$ cat src/design/srr_pkg.sv
// ----------------------------------------------------------------------------
// srr_pkg
// Shared types and constants of the stereo linear resampler with output ring.
// ----------------------------------------------------------------------------
`default_nettype none

package srr_pkg;

    localparam int RING_FRAMES_DEF   = 8192;
    localparam int FRACTION_BITS_DEF = 6;
    localparam int STEP_W            = 12;
    localparam int SAMPLE_W          = 16;
    localparam int FILL_W            = 14;
    localparam int QUEUE_DEPTH       = 4;

    localparam logic [STEP_W-1:0] STEP_RESET = 12'd375;

    localparam logic OP_PUSH = 1'b0;
    localparam logic OP_POP  = 1'b1;

    typedef struct packed {
        logic                       operation;
        logic signed [SAMPLE_W-1:0] left_sample;
        logic signed [SAMPLE_W-1:0] right_sample;
    } req_t;

    typedef struct packed {
        logic signed [SAMPLE_W-1:0] left_out;
        logic signed [SAMPLE_W-1:0] right_out;
        logic                       underrun;
        logic        [FILL_W-1:0]   fill_frames;
    } rsp_t;

    // command passed from the front to the back: a frame to store or a pop
    typedef struct packed {
        logic                is_pop;
        logic [SAMPLE_W-1:0] left;
        logic [SAMPLE_W-1:0] right;
    } cmd_t;

endpackage

`default_nettype wire

$ cat src/design/srr_queue.sv
// ----------------------------------------------------------------------------
// srr_queue
// Short command queue between front and back.
// ----------------------------------------------------------------------------
`default_nettype none

module srr_queue #(
    parameter int DEPTH = srr_pkg::QUEUE_DEPTH
) (
    input  wire logic          clk,
    input  wire logic          rst_n,
    input  wire logic          in_valid,
    output logic               in_ready,
    input  wire srr_pkg::cmd_t in_cmd,
    output logic               out_valid,
    input  wire logic          out_ready,
    output srr_pkg::cmd_t      out_cmd
);

    localparam int QP_W = (DEPTH > 1) ? $clog2(DEPTH) : 1;
    localparam int QC_W = $clog2(DEPTH + 1);

    srr_pkg::cmd_t   q_mem_reg [DEPTH];
    logic [QP_W-1:0] head_reg, tail_reg;
    logic [QC_W-1:0] count_reg;
    logic            do_push, do_pop;

    assign in_ready  = (count_reg != QC_W'(DEPTH));
    assign out_valid = (count_reg != '0);
    assign out_cmd   = q_mem_reg[head_reg];
    assign do_push   = in_valid && in_ready;
    assign do_pop    = out_valid && out_ready;

    always_ff @(posedge clk)
    begin
        if (do_push)
            q_mem_reg[tail_reg] <= in_cmd;
    end

    always_ff @(posedge clk or negedge rst_n)
    begin
        if (!rst_n)
        begin
            head_reg  <= '0;
            tail_reg  <= '0;
            count_reg <= '0;
        end
        else
        begin
            if (do_push)
                tail_reg <= (tail_reg == QP_W'(DEPTH - 1)) ? '0 : tail_reg + QP_W'(1);
            if (do_pop)
                head_reg <= (head_reg == QP_W'(DEPTH - 1)) ? '0 : head_reg + QP_W'(1);
            case ({do_push, do_pop})
                2'b10:   count_reg <= count_reg + QC_W'(1);
                2'b01:   count_reg <= count_reg - QC_W'(1);
                default: count_reg <= count_reg;
            endcase
        end
    end

endmodule

`default_nettype wire

$ cat config.mk
export PLATFORM = sky130hd
export DESIGN_NAME = srr_queue
export DESIGN_NICKNAME = d
export VERILOG_FILES = /design/src/design/srr_pkg.sv /design/src/design/srr_queue.sv
export SDC_FILE = /design/constraint.sdc
export NUM_CORES = 1
export LEC_CHECK = 0
export BUFFER_PORTS_ARGS = -buffer_cell sky130_fd_sc_hd__buf_2
export CAP_MARGIN = 15
export CORE_ASPECT_RATIO = 1.2
export CORE_MARGIN = 4
export CORE_UTILIZATION = 35
export DETAILED_ROUTE_END_ITERATION = 12
export PLACE_DENSITY_LB_ADDON = 0.2
export SLEW_MARGIN = 30
export SYNTH_ARGS = -nofsm -noshare
export SYNTH_HDL_FRONTEND = slang
export SYNTH_SLANG_ARGS = --single-unit
$ cat constraint.sdc
create_clock -name clk -period 2.55 [get_ports clk]
set_clock_uncertainty 0.05 [all_clocks]
set_input_delay 0.51 -clock clk [delete_from_list [all_inputs] [get_ports clk]]
set_output_delay 0.51 -clock clk [all_outputs]
set_load 0.005 [all_outputs]
# Word-level counts from Yosys, hierarchy flattened
# Memory sizes are Yosys's and may differ from the RTL's.
# Index checks and enable logic that the tools add are counted.
# word_totals
regBits	7
ram_bits	132
inputBits	37
out_inout_bits	35
elab_cells	22
memories	1
# classes
n_addsub	4
eq_ne	5
mux	5
reduce_logical	4
# memory_table
memory	depth	width	rd	rd_ports_with_merged_regs	write_ports	line_no	source
q_mem_reg	4	33	1	0	1	srr_queue.sv:23	srr_pkg::cmd_t q_mem_reg [DEPTH];
# op_table
op	n
equality test 2 bit, second input constant	3
case mux 3 bit (2 select lines)	1
adder 2 x 1 -> 2 bit, second input constant	2
two-way mux 2 bit	2
adder 3 x 1 -> 3 bit, second input constant	1
inequality test 3 bit, second input constant	1
nonzero test 3 bit	1
subtractor 3 x 1 -> 3 bit, second input constant	1
equality test 2 x 1 -> 1 bit, second input constant	1
logical AND 1 bit	2
two-way mux 1 bit	2
nonzero test 2 bit	1

# Depth between registers and ports, before layout
# depth
ltp_word	4
mapped_depth	9
mapped_depth_nobuf	9

# Worst setup path before layout
# No wires, ideal clock.
# synth_path
path_type	reg-to-reg
start	register count_reg[0]
end	register count_reg[2]
setup_ns	0.079
arrival_time_ns	1.996
t_required_ns	2.421
setup_slack_ns	0.425
path_stages_with_launch	10
path_buffers	0
period_less_slack_ns	2.125
path_cell_list	dfrtp_1 -> or3b_4 -> and2_4 -> inv_1 -> ha_1 -> inv_1 -> fa_1 -> xor2_1 -> nor2_1 -> xor2_1
# synth_via
elab_chain_cells	4
elab_cells_between_ends	10
cone_classes	2 x add/sub; 3 x eq/ne; 1 x mux; 4 x reduce/logical
# synth_rtl
item	line_no	source
start, declared	srr_queue.sv:25	logic [QC_W-1:0] count_reg;
start signal, assigned	srr_queue.sv:55	2'b10: count_reg <= count_reg + QC_W'(1);
start signal, assigned	srr_queue.sv:56	2'b01: count_reg <= count_reg - QC_W'(1);
start signal, assigned	srr_queue.sv:57	default: count_reg <= count_reg;
inequality test 3 bit *	srr_queue.sv:28	assign in_ready = (count_reg != QC_W'(DEPTH));
named net in_ready	srr_queue.sv:13	output logic in_ready,
logical AND 1 bit *	srr_queue.sv:31	assign do_push = in_valid && in_ready;
equality test 2 x 1 -> 1 bit / equality test 2 bit (equally long branches)	srr_queue.sv:54	case ({do_push, do_pop})
case mux 3 bit (2 select lines) / nonzero test 2 bit (equally long branches)	-	
# The timed path passes the listed nets; every way through them passes the cells marked *.
# A chain may end at the register's enable or synchronous reset.

==> impl_metrics.toml <==
[floorplanning]
fp.dieH_um = 142
die_area_um2 = 16900
core_region_area_um2 = 14500
initial_utilization_pct = 36.0
chipWidth_um = 119
ios = 72
num_rows = 48

[job]
max_cap_violations = 0

[power]
pwr-share-seq_pct = 39.8
finalPower_mw = 7.94
internal_power_mw = 5.90
power_frac_clock_pct = 34.1
vdd_ir_drop_max_v = 0.000776
combPwrFrac_pct = 26.1
p_leak_nw = 2.30
p_sw_mw = 2.04
power_density_nw_per_um2 = 1220
power_switching_share_pct = 25.7

[logic_synthesis]
syn_avg_cell_area_um2 = 24.5
synth.yosys.warnings = 0
yosysUniqueCellTypes = 20
yosys_register_bits = 139
synthCells = 213
synthesis.nets = 257
syn-cell-area_um2 = 5210
yosysSeqAreaShare_pct = 79.4

[timing]
setup_tns_ps = 0
slew_headroom_pct = 62.6
setup_violations = 0
period_share_pct = 91.4
tightest_slew_ps = 561
rsz0062_at_grt = "false"
hold_violations = 0
finalCriticalPeriod_ps = 2330
drv_slew = 0
fmax_mhz = 429

[cells_and_area]
area_growth_pct = 25.1
nNetsFinal = 345
final_common_cell = "edfxtp_1"
final_cell_mix = "132 x edfxtp_1, 71 x buf_2, 33 x mux4_2"
antenna_cells = 0
largest_reg_flops = 132
drive_gt1_share_pct = 48.1

[critical_path]
worstSetupPathType = "reg -> out"
reg2reg_to = "count_reg[2]"
worst-path-buf-inv = 2
worstReg2RegStart = "count_reg[0]"
crit_slowest_cell = "mux4_2"
crit_fanout = 14
max_stage_delay_ps = 540
crit_path_start_kind = "register"
crit_family = "multiplexers"
arrival_ps = 1770
crit_required_ps = 1990
cp-end-kind = "primary output"
ff2ff_setup_slack_ps = 280
crit_chain = "buf_4 -> mux4_2 -> buf_2"
startpoint = "head_reg[0]"
reg2reg_depth = 9

[global_routing]
grt_pass1_wl_um = 14900
grt_pass1_vias = 2624
grt_usage_pct = 12.2
overflow = 0
grt_max_degree = 34
antenna_found_initial = 1

[clock_tree]
ctsHtreeMaxLevel = 4
cts.clk_slew.worst_paths_ps = 60
cts_buffers = 17
cts_tree = "built"
clock_sinks = 139
clockBufferDepth = 2
cts_root_buf = "clkbuf_16"
clk_latency_ps = 410

[route]
via_per_inst = 4.61
wirelength_um = 9540
vias = 2368
first_pass_iters = 4
wire_per_inst_um = 18.6
post-route-drc-count = 0
drt_iter0_markers = 98
ant_nets = 0

[min_path]
hp-class = "in -> reg"
hold_start = "in_cmd[4]"
hold_end = "q_mem_reg[2][4]"
hold_depth = 1

[place]
gp_congestion = 0.718
io_buffers = 71
place_hpwl_um = 5610

[run_status]
status = "complete, no violations"
-- routing by layer --
layer | share of wire [%] | GRT usage (%)
met1 | 40 | 13.9
met2 | 52 | 20.4
met3 | 5.1 | 4.19
met4 | 1.9 | 6.51
met5 | 0.14 | 0
-- power groups by stage --
| stage | Combinational (mW) | Clock, mW | Sequential, mW |
|---|---|---|---|
| after detailed placement | 2.16 | 0 | 3.21 |
| after global routing | 2.30 | 2.88 | 3.20 |
| after global placement | 2.12 | 0 | 3.19 |
| after floorplan | 1.33 | 0 | 3.16 |
| final | 2.07 | 2.71 | 3.16 |
| after CTS | 2.17 | 2.77 | 3.17 |
-- how the worst max path moves through the flow --
stage | to | cells past startpoint | slack (ps)
floorplan | count_reg[2] | 9 | 420
global placement | count_reg[2] | 9 | 360
detailed placement | count_reg[2] | 9 | 300
CTS | out_cmd[26] | 3 | 160
global route | out_cmd[27] | 3 | 100
finish | out_cmd[25] | 3 | 220
-- cell families after synthesis --
kind of cell / count (synthesis) / synth area share (%)
simple gates: 11 / 1.39
mux: 38 / 15.5
fa+ha+maj: 7 / 1.83
buf+inv: 15 / 1.37
xor+xnor: 3 / 0.504
flops: 139 / 79.4
-- cell usage after synthesis (all sizes together) --
library cell | instances | area share (%)
and3 | 4 | 0.58
ha | 6 | 1.4
inv | 7 | 0.50
or3 | 1 | 0.14
mux4 | 33 | 14
nand2 | 1 | 0.072
mux2 | 4 | 1.0
xor2 | 2 | 0.34
and2 | 1 | 0.17
fa | 1 | 0.38
xnor2 | 1 | 0.17
mux2i | 1 | 0.19
edfxtp | 132 | 76
nor2 | 3 | 0.22
buf | 8 | 0.86
or3b | 1 | 0.22
dfrtp | 7 | 3.4
-- metrics by stage --
| stage | hold slack [ps] | worst slack (ps) | instances | util [%] | area (µm²) |
|---|---|---|---|---|---|
| final | 261 | 219 | 514 | 45.0 | 6520 |
| after floorplan | 164 | 425 | 213 | - | 5210 |
| after global routing | 248 | 95.6 | 514 | 45.0 | 6520 |
| after global placement | 307 | 356 | 480 | 40.2 | 5820 |
| after CTS | 240 | 161 | 514 | 45.0 | 6510 |
| after detailed placement | 307 | 303 | 481 | 40.4 | 5850 |
-- area by class of cell --
type | count | area, µm²
Tap cell | 200 | 250
Clock inverter | 14 | 224
Timing Repair Buffer | 77 | 435
Sequential cell | 139 | 4140
Multi-Input combinational cell | 59 | 1010
Inverter | 7 | 26.3
Fill cell | 1245 | 7960
Clock buffer | 18 | 429
-- what timing repair did --
| action | 4_1_cts | 5_1_grt |
|---|---|---|
| hold buffers | 1 | 0 |
| buffers inserted | 0 | 0 |
| gates resized for setup | 0 | 0 |
| setup endpoints to repair | 0 | 0 |
| endpoints found under the hold margin | 7 | 0 |
Power figures use the tool's default switching activity.
