$ cat config.mk
export PLATFORM = sky130hd
export DESIGN_NAME = srr_front
export DESIGN_NICKNAME = d
export VERILOG_FILES = /design/src/design/srr_pkg.sv /design/src/design/srr_front.sv
export SDC_FILE = /design/constraint.sdc
export NUM_CORES = 1
export LEC_CHECK = 0
export BUFFER_PORTS_ARGS = -buffer_cell sky130_fd_sc_hd__buf_2
export CELL_PAD_IN_SITES_DETAIL_PLACEMENT = 1
export CELL_PAD_IN_SITES_GLOBAL_PLACEMENT = 1
export CORE_ASPECT_RATIO = 0.8
export CORE_MARGIN = 1.5
export CORE_UTILIZATION = 49
export DETAILED_ROUTE_END_ITERATION = 7
export PLACE_DENSITY_LB_ADDON = 0.1
export RECOVER_POWER = 100
export REMOVE_ABC_BUFFERS = 1
export SLEW_MARGIN = 20
export SYNTH_ARGS = -nofsm -noshare
export SYNTH_HDL_FRONTEND = slang
export SYNTH_SLANG_ARGS = --single-unit
$ cat constraint.sdc
create_clock -name clk -period 11.5 [get_ports clk]
set_input_delay 1.15 -clock clk [delete_from_list [all_inputs] [get_ports clk]]
set_output_delay 1.15 -clock clk [all_outputs]
set_load 0.01 [all_outputs]
$ cat src/design/srr_pkg.sv
// ----------------------------------------------------------------------------
// srr_pkg
// Shared types and constants of the stereo linear resampler with output ring.
// ----------------------------------------------------------------------------
`default_nettype none

package srr_pkg;

    localparam int RING_FRAMES_DEF   = 8192;
    localparam int FRACTION_BITS_DEF = 6;
    localparam int STEP_W            = 12;
    localparam int SAMPLE_W          = 16;
    localparam int FILL_W            = 14;
    localparam int QUEUE_DEPTH       = 4;

    localparam logic [STEP_W-1:0] STEP_RESET = 12'd375;

    localparam logic OP_PUSH = 1'b0;
    localparam logic OP_POP  = 1'b1;

    typedef struct packed {
        logic                       operation;
        logic signed [SAMPLE_W-1:0] left_sample;
        logic signed [SAMPLE_W-1:0] right_sample;
    } req_t;

    typedef struct packed {
        logic signed [SAMPLE_W-1:0] left_out;
        logic signed [SAMPLE_W-1:0] right_out;
        logic                       underrun;
        logic        [FILL_W-1:0]   fill_frames;
    } rsp_t;

    // command passed from the front to the back: a frame to store or a pop
    typedef struct packed {
        logic                is_pop;
        logic [SAMPLE_W-1:0] left;
        logic [SAMPLE_W-1:0] right;
    } cmd_t;

endpackage

`default_nettype wire

$ cat src/design/srr_front.sv
// ----------------------------------------------------------------------------
// srr_front
// Accepts items, keeps phase and previous frame, interpolates pushes and
// issues store or pop commands.
// ----------------------------------------------------------------------------
`default_nettype none

module srr_front #(
    parameter int FRACTION_BITS = srr_pkg::FRACTION_BITS_DEF
) (
    input  wire logic                            clk,
    input  wire logic                            rst_n,
    input  wire logic                            cfg_valid,
    output logic                                 cfg_ready,
    input  wire logic [srr_pkg::STEP_W-1:0]      cfg_data,
    input  wire logic                            req_valid,
    output logic                                 req_ready,
    input  wire srr_pkg::req_t                   req,
    output logic                                 enq_valid,
    input  wire logic                            enq_ready,
    output srr_pkg::cmd_t                        enq_cmd
);

    localparam int F    = FRACTION_BITS;
    localparam int PH_W = ((F > srr_pkg::STEP_W) ? F : srr_pkg::STEP_W) + 1;
    localparam int NUM_W = F + 19;
    localparam logic [PH_W-1:0] ONE_Q = PH_W'(1) << F;

    logic [srr_pkg::STEP_W-1:0]   step_reg;
    logic [PH_W-1:0]              phase_reg, phase_next;
    logic [srr_pkg::SAMPLE_W-1:0] prev_l_reg, prev_r_reg;
    logic [PH_W-1:0]              ph_add;
    logic                         emit;
    logic                         accept;

    function automatic logic [15:0] interp(input logic signed [15:0] p,
                                           input logic signed [15:0] c,
                                           input logic [F-1:0] ph);
        logic signed [16:0]      diff;
        logic signed [F:0]       ph_s;
        logic signed [F+17:0]    prod;
        logic signed [NUM_W-1:0] num;
        logic signed [NUM_W-1:0] num_b;
        logic signed [NUM_W-1:0] q;
        diff  = {c[15], c} - {p[15], p};
        ph_s  = {1'b0, ph};
        prod  = diff * ph_s;
        num   = $signed({{3{p[15]}}, p, {F{1'b0}}}) + $signed({prod[F+17], prod});
        // bias negatives so the shift truncates toward zero
        num_b = num + (num[NUM_W-1] ? $signed(NUM_W'((1 << F) - 1)) : $signed(NUM_W'(0)));
        q     = num_b >>> F;
        return q[15:0];
    endfunction

    assign cfg_ready = 1'b1;
    assign req_ready = enq_ready;
    assign accept    = req_valid && req_ready;
    assign emit      = (phase_reg < ONE_Q);

    always_comb
    begin
        ph_add     = emit ? (phase_reg + PH_W'(step_reg)) : phase_reg;
        phase_next = (ph_add >= ONE_Q) ? (ph_add - ONE_Q) : '0;
    end

    always_comb
    begin
        enq_cmd.is_pop = (req.operation == srr_pkg::OP_POP);
        enq_cmd.left   = interp(prev_l_reg, req.left_sample, phase_reg[F-1:0]);
        enq_cmd.right  = interp(prev_r_reg, req.right_sample, phase_reg[F-1:0]);
        enq_valid      = req_valid && ((req.operation == srr_pkg::OP_POP) || emit);
    end

    always_ff @(posedge clk or negedge rst_n)
    begin
        if (!rst_n)
        begin
            step_reg   <= srr_pkg::STEP_RESET;
            phase_reg  <= '0;
            prev_l_reg <= '0;
            prev_r_reg <= '0;
        end
        else
        begin
            if (cfg_valid && cfg_ready)
                step_reg <= cfg_data;
            if (accept && (req.operation == srr_pkg::OP_PUSH))
            begin
                phase_reg  <= phase_next;
                prev_l_reg <= req.left_sample;
                prev_r_reg <= req.right_sample;
            end
        end
    end

endmodule

`default_nettype wire

Word level (Yosys, flattened, before mapping)
Cells that the tools add are included.
- reductions and logical operators: 4
- shift-type cells: 0
- multiplexer cells: 4
- $add $sub $neg: 8
- multiply operators: 2
- divide/modulo/power cells: 0
- bitwise operators: 1
- equal/unequal tests: 0
- order comparisons: 2
- operators by type and width (cell ; number):
    22-bit by 24-bit adder with 25-bit output ; 2
    17-bit by 7-bit multiplier with 24-bit output ; 2
    22-bit by 7-bit adder with 22-bit output ; 2
    16-bit by 16-bit subtractor with 17-bit output ; 2
    13-bit two-way mux ; 2
    13-bit by 12-bit adder with 13-bit output ; 1
    13-bit by 7-bit greater-or-equal comparator with 1-bit output, second input constant ; 1
    13-bit by 7-bit less-than comparator with 1-bit output, second input constant ; 1
    13-bit by 7-bit subtractor with 13-bit output, second input constant ; 1
    6-bit two-way mux ; 2
    1-bit logical AND ; 3
    1-bit logical OR ; 1
    1-bit NOT ; 1
- bits in latches: 0
- ROM bits: 0
- logic and storage cells: 25
- flip-flop bits (word level): 57
- output and inout port bits: 36
- memories kept: 0
- input bits: 50
- bits in writable memories: 0

Longest topological paths before layout
- word-level depth: 5
- depth in mapped cells: 38
- gate-level depth less buffers: 38

Worst setup path before layout
Ideal clock, no wire load.
- path type: in2out
- start point: input req[16] in the netlist's numbering
- end point: output enq_cmd[24] in the netlist's numbering
- data required time: 10350 ps
- stages on the path: 35
- buffers on the path: 0
- arrival time: 8455 ps
- slack: 1895 ps
- cell sequence: inv_1 > ha_1 > fa_1 > nor2b_1 > o21ai_0 > a21boi_0 > o21ai_0 > a21boi_0 > o2111ai_1 > a31oi_1 > a41oi_1 > a31o_2 > nand2_1 > fa_1 > inv_1 > fa_1 > fa_1 > inv_1 > fa_1 > inv_1 > ha_1 > a21o_1 > a21o_1 > a21oi_1 > o21a_1 > o22ai_1 > a211oi_4 > ha_1 > o21ai_0 > nand2_1 > a211o_1 > o211a_4 > and2b_2 > and2b_1 > xnor2_1
- RTL lines (what ; line ; RTL):
    from (decl) ; srr_front.sv:18 ; input wire srr_pkg::req_t req,
    to (decl) ; srr_front.sv:21 ; output srr_pkg::cmd_t enq_cmd

==> metrics list <==
- Outcome: finished, violations left
* Violated checks: capacitance limit, slew limit
* Most frequently used flop master after synthesis: sky130_fd_sc_hd__dfrtp_1
- I/O pin cnt: 86
* Crit share post-route: 0.939
* Total congestion overflow after global routing: 0
- Hold is met by between 500 and 600 ps.
- Number of global-route vias before repair: ~12,000
* Worst r2r path cells: 15
* Largest stage delay on the critical path: approximately 560 ps
- After synthesis the cells add up to 13,600 um2.
- TritonCTS created 9 clock buffers.
- Max-capacitance violation count: 3
* Category of the worst setup path launch point: input pin
- In the post-route analysis, the smallest setup slack over all paths is approximately 700 ps.
- For this configuration, the core starts out at a cell density of 0.499.
- In the global route stage, overall resource usage came out at 0.253.
* Final-layout setup total negative slack: 0 ps
- Setup Crit Path Kind: input pin to output port
- Wires add up to 33,900 um.
- STA classifies the critical path endpoint as an output port.
- Router iterations before antenna repair: 5
- Counting flops with a built-in enable in the synthesized netlist gives 0.
- Count of antenna-violating nets left after detailed routing: 0
- Final number of max-transition violations: approximately 130
- Number of buffer and inverter instances along the worst setup path: 5
- Number of failing hold endpoints at the final stage: 0
- The min-delay analysis places its worst path in the category flop to flop.
* Placed instance area: around 14,000 um2
* Number of standard cells after synthesis: 1,560
* Kind of cell with the highest combined delay on the critical path: adder cells
- Counting instances, the worst hold path has a depth of 1.
- Summing all flip-flop and latch instances after layout gives around 1400 um2.
- Of the synthesized area, sequential elements account for 0.106.
- Arrival time at the worst endpoint: between 9000 and 10,000 ps
* Commonest cells post-synth: sky130_fd_sc_hd__inv_1, sky130_fd_sc_hd__fa_1, sky130_fd_sc_hd__ha_1, sky130_fd_sc_hd__nand2_1, sky130_fd_sc_hd__and2_1
- For this block, the via count after detailed routing is approximately 11,000.
* Logic depth of the worst path, buffers included: 36
* Area occupied by multi-input gates: between 10,000 and 15,000 um2
- The floorplan step set the die height to 152 um.
* Number of sinks driven by the clock tree: 57
- Of all flip-flops after synthesis, the portion carrying an async set or reset was 1.00.
- After floorplanning, the core was divided into between 50 and 60 placement rows.
- Number of setup violations in the final report: 0
- After clock tree synthesis, the clock-pin slew on the worst setup and hold paths is around 50 ps.
* Root Buffer Master: sky130_fd_sc_hd__clkbuf_16
* Diode insertion count for antenna repair: 0
- After routing the design area is between 10,000 and 15,000 um2.
* Clock latency at the later pin of the worst-skew pair: around 330 ps
* Total of warnings raised by yosys: 0
- Timing analysis after detailed placement gives a worst setup slack of 399 ps.
- Reg-to-reg critical path startpoint: phase_reg[2]$_DFFE_PN0P_
- The worst hold path begins at prev_r_reg[10]$_DFFE_PN0P_.
- Growth of design area from synthesis to finish: 8.04%
- The slowest stage of the critical path is the sky130_fd_sc_hd__fa_1 cell.
- Setup repair after global routing left no endpoint under its margin.
- Library cell occupying the most area in the post-synthesis netlist: sky130_fd_sc_hd__fa_1
- Dominant cells by area after synthesis: sky130_fd_sc_hd__fa_1, sky130_fd_sc_hd__ha_1, sky130_fd_sc_hd__dfrtp_1, sky130_fd_sc_hd__inv_1, sky130_fd_sc_hd__and2_1
* DR vias/cell: between 5 and 6
* Most Frequent Cell on Critical Path: sky130_fd_sc_hd__fa_1
* Number of distinct standard cells referenced by the synthesized netlist: about 80
- The layout has between 3,000 and 4,000 filler cells.
* CP max FO: 6
- Cell with the most instances after synthesis: sky130_fd_sc_hd__inv_1
- Die area: between 20,000 and 30,000 um2
- Static timing analysis puts the maximum clock frequency at between 0.09 and 0.1 GHz.
- No sink is reached through more buffers than the 2 on the longest clock path.
- TritonCTS clock tree: built
- The initial antenna violation count came to 0.
- Area share of the leading cell type in the synthesized netlist: 0.264
- Syn Area/Cell: about 8.7 um2
- The core region is roughly 27,000 um2.
* Iter 0 DRT Violations: between 400 and 500
- At the end of routability-driven placement, the weighted congestion stood at between 0.8 and 0.9.
- Synthesized flop and latch total: 57
- Slew @ Worst Pin: roughly 3200 ps
- Share of cells above drive strength 1: 0.102
- The HPWL after detailed placement is around 28,000 um.
- Average routed wire per standard cell: 17.0 um
- Tightest slew margin relative to the limit: -1.16
- The first global-routing pass estimated 59,400 um of wire.
- In this run the worst setup path begins at req[1].
- During placement, the flow inserted port buffers numbering between 80 and 90.
- H-tree depth: 3
- After the last flow step, the layout net total stands at 2,014.
- Clock skew after layout: about 3.4 ps
* Final routed DRC violation total: 0
- Time the worst path needs with I/O delays and setup: 10,800 ps
- Die extent in x: 189 um
* Pin count of the biggest net entering global routing: just under 60
* CP required: 10,350 ps
==> kinds of logic (layout without fill, tap and decap cells) <==
logic type	after synthesis	count (layout)	synth area share
other	1	1	0.000276
AND/OR/NAND/NOR	457	457	0.177
buffers and inverters	351	423	0.0979
adder cells (fa/ha/maj)	337	337	0.409
multiplexers	42	42	0.0345
AO/OA/AOI/OAI	219	219	0.113
flip-flops	57	57	0.106
XOR/XNOR	96	96	0.0619
==> per-layer routing <==
layer / vias up / global-route usage / share of wire / wire length (um)
li1: 5130 / - / - / -
met1: 5398 / 0.364 / 0.50 / 16800
met2: 149 / 0.424 / 0.47 / 16000
met3: 26 / 0.0263 / 0.024 / 829
met4: 0 / 0.0291 / 0.0083 / 281
met5: - / 0 / 0 / 0
==> cell type report <==
class	count	share of cell area
tap	364	0.0310
timing repair buffer	94	0.0311
multi-input combinational	1152	0.740
sequential	57	0.0978
inverter	313	0.0800
clock buffer	13	0.0184
clock inverter	3	0.00162
==> placed cells by master, fill, tap and decap left out, types with 8 or more instances in the layout <==
cell	count
sky130_fd_sc_hd__mux2_2	39
sky130_fd_sc_hd__o21a_1	16
sky130_fd_sc_hd__clkbuf_1	28
sky130_fd_sc_hd__and3_1	9
sky130_fd_sc_hd__and2_1	122
sky130_fd_sc_hd__dfrtp_1	50
sky130_fd_sc_hd__nand2_1	128
sky130_fd_sc_hd__a31oi_1	9
sky130_fd_sc_hd__a21o_1	20
sky130_fd_sc_hd__o31ai_1	18
sky130_fd_sc_hd__xnor2_1	68
sky130_fd_sc_hd__xor2_1	26
sky130_fd_sc_hd__a21boi_0	9
sky130_fd_sc_hd__inv_1	313
sky130_fd_sc_hd__nand3_1	23
sky130_fd_sc_hd__o21ai_0	36
sky130_fd_sc_hd__buf_4	8
sky130_fd_sc_hd__fa_1	179
sky130_fd_sc_hd__nor2b_1	33
sky130_fd_sc_hd__nand2b_1	10
sky130_fd_sc_hd__nor2_1	58
sky130_fd_sc_hd__clkbuf_16	9
sky130_fd_sc_hd__buf_2	58
sky130_fd_sc_hd__a21oi_1	47
sky130_fd_sc_hd__ha_1	158
sky130_fd_sc_hd__nor3_1	23
==> through the flow <==
stage | cells | utilization
finish | 1996 | 0.539
global route | 1996 | 0.539
CTS | 1995 | 0.539
detailed placement | 1979 | 0.528
global placement | 1979 | 0.528
floorplan | 1522 | -
==> worst paths after layout <==
check                                                   to  slack, ps
worst max-delay path                           enq_cmd[14]        700
worst min-delay path            prev_r_reg[10]$_DFFE_PN0P_        510
worst max register to register    phase_reg[8]$_DFFE_PN0P_       6140
worst min register to register  prev_r_reg[10]$_DFFE_PN0P_        510
max in group asynchronous       prev_l_reg[13]$_DFFE_PN0P_       7650
min in group asynchronous        prev_r_reg[0]$_DFFE_PN0P_       1990
==> what timing repair did <==
action	CTS	global route
gates resized for setup	0	12
hold buffers	0	0
setup buffers	0	1
setup endpoints to repair	0	16
==> worst reg2reg max path, cell delays in order (launching register included) <==
cell and delay [ps]:
sky130_fd_sc_hd__dfrtp_1 790, sky130_fd_sc_hd__buf_4 430, sky130_fd_sc_hd__ha_1 350, sky130_fd_sc_hd__nor2b_1 150, sky130_fd_sc_hd__o21a_1 170, sky130_fd_sc_hd__o21ai_0 490
sky130_fd_sc_hd__nand2b_1 120, sky130_fd_sc_hd__a211o_1 310, sky130_fd_sc_hd__a21o_1 200, sky130_fd_sc_hd__ha_1 240, sky130_fd_sc_hd__nand4_1 110, sky130_fd_sc_hd__o31ai_1 110
sky130_fd_sc_hd__nand3_1 110, sky130_fd_sc_hd__nand2_1 60, sky130_fd_sc_hd__nor3_1 1300, sky130_fd_sc_hd__o31ai_1 180
Power is not shown: default switching activity piles up to over one toggle a cycle in this logic, so the estimate is an artifact.
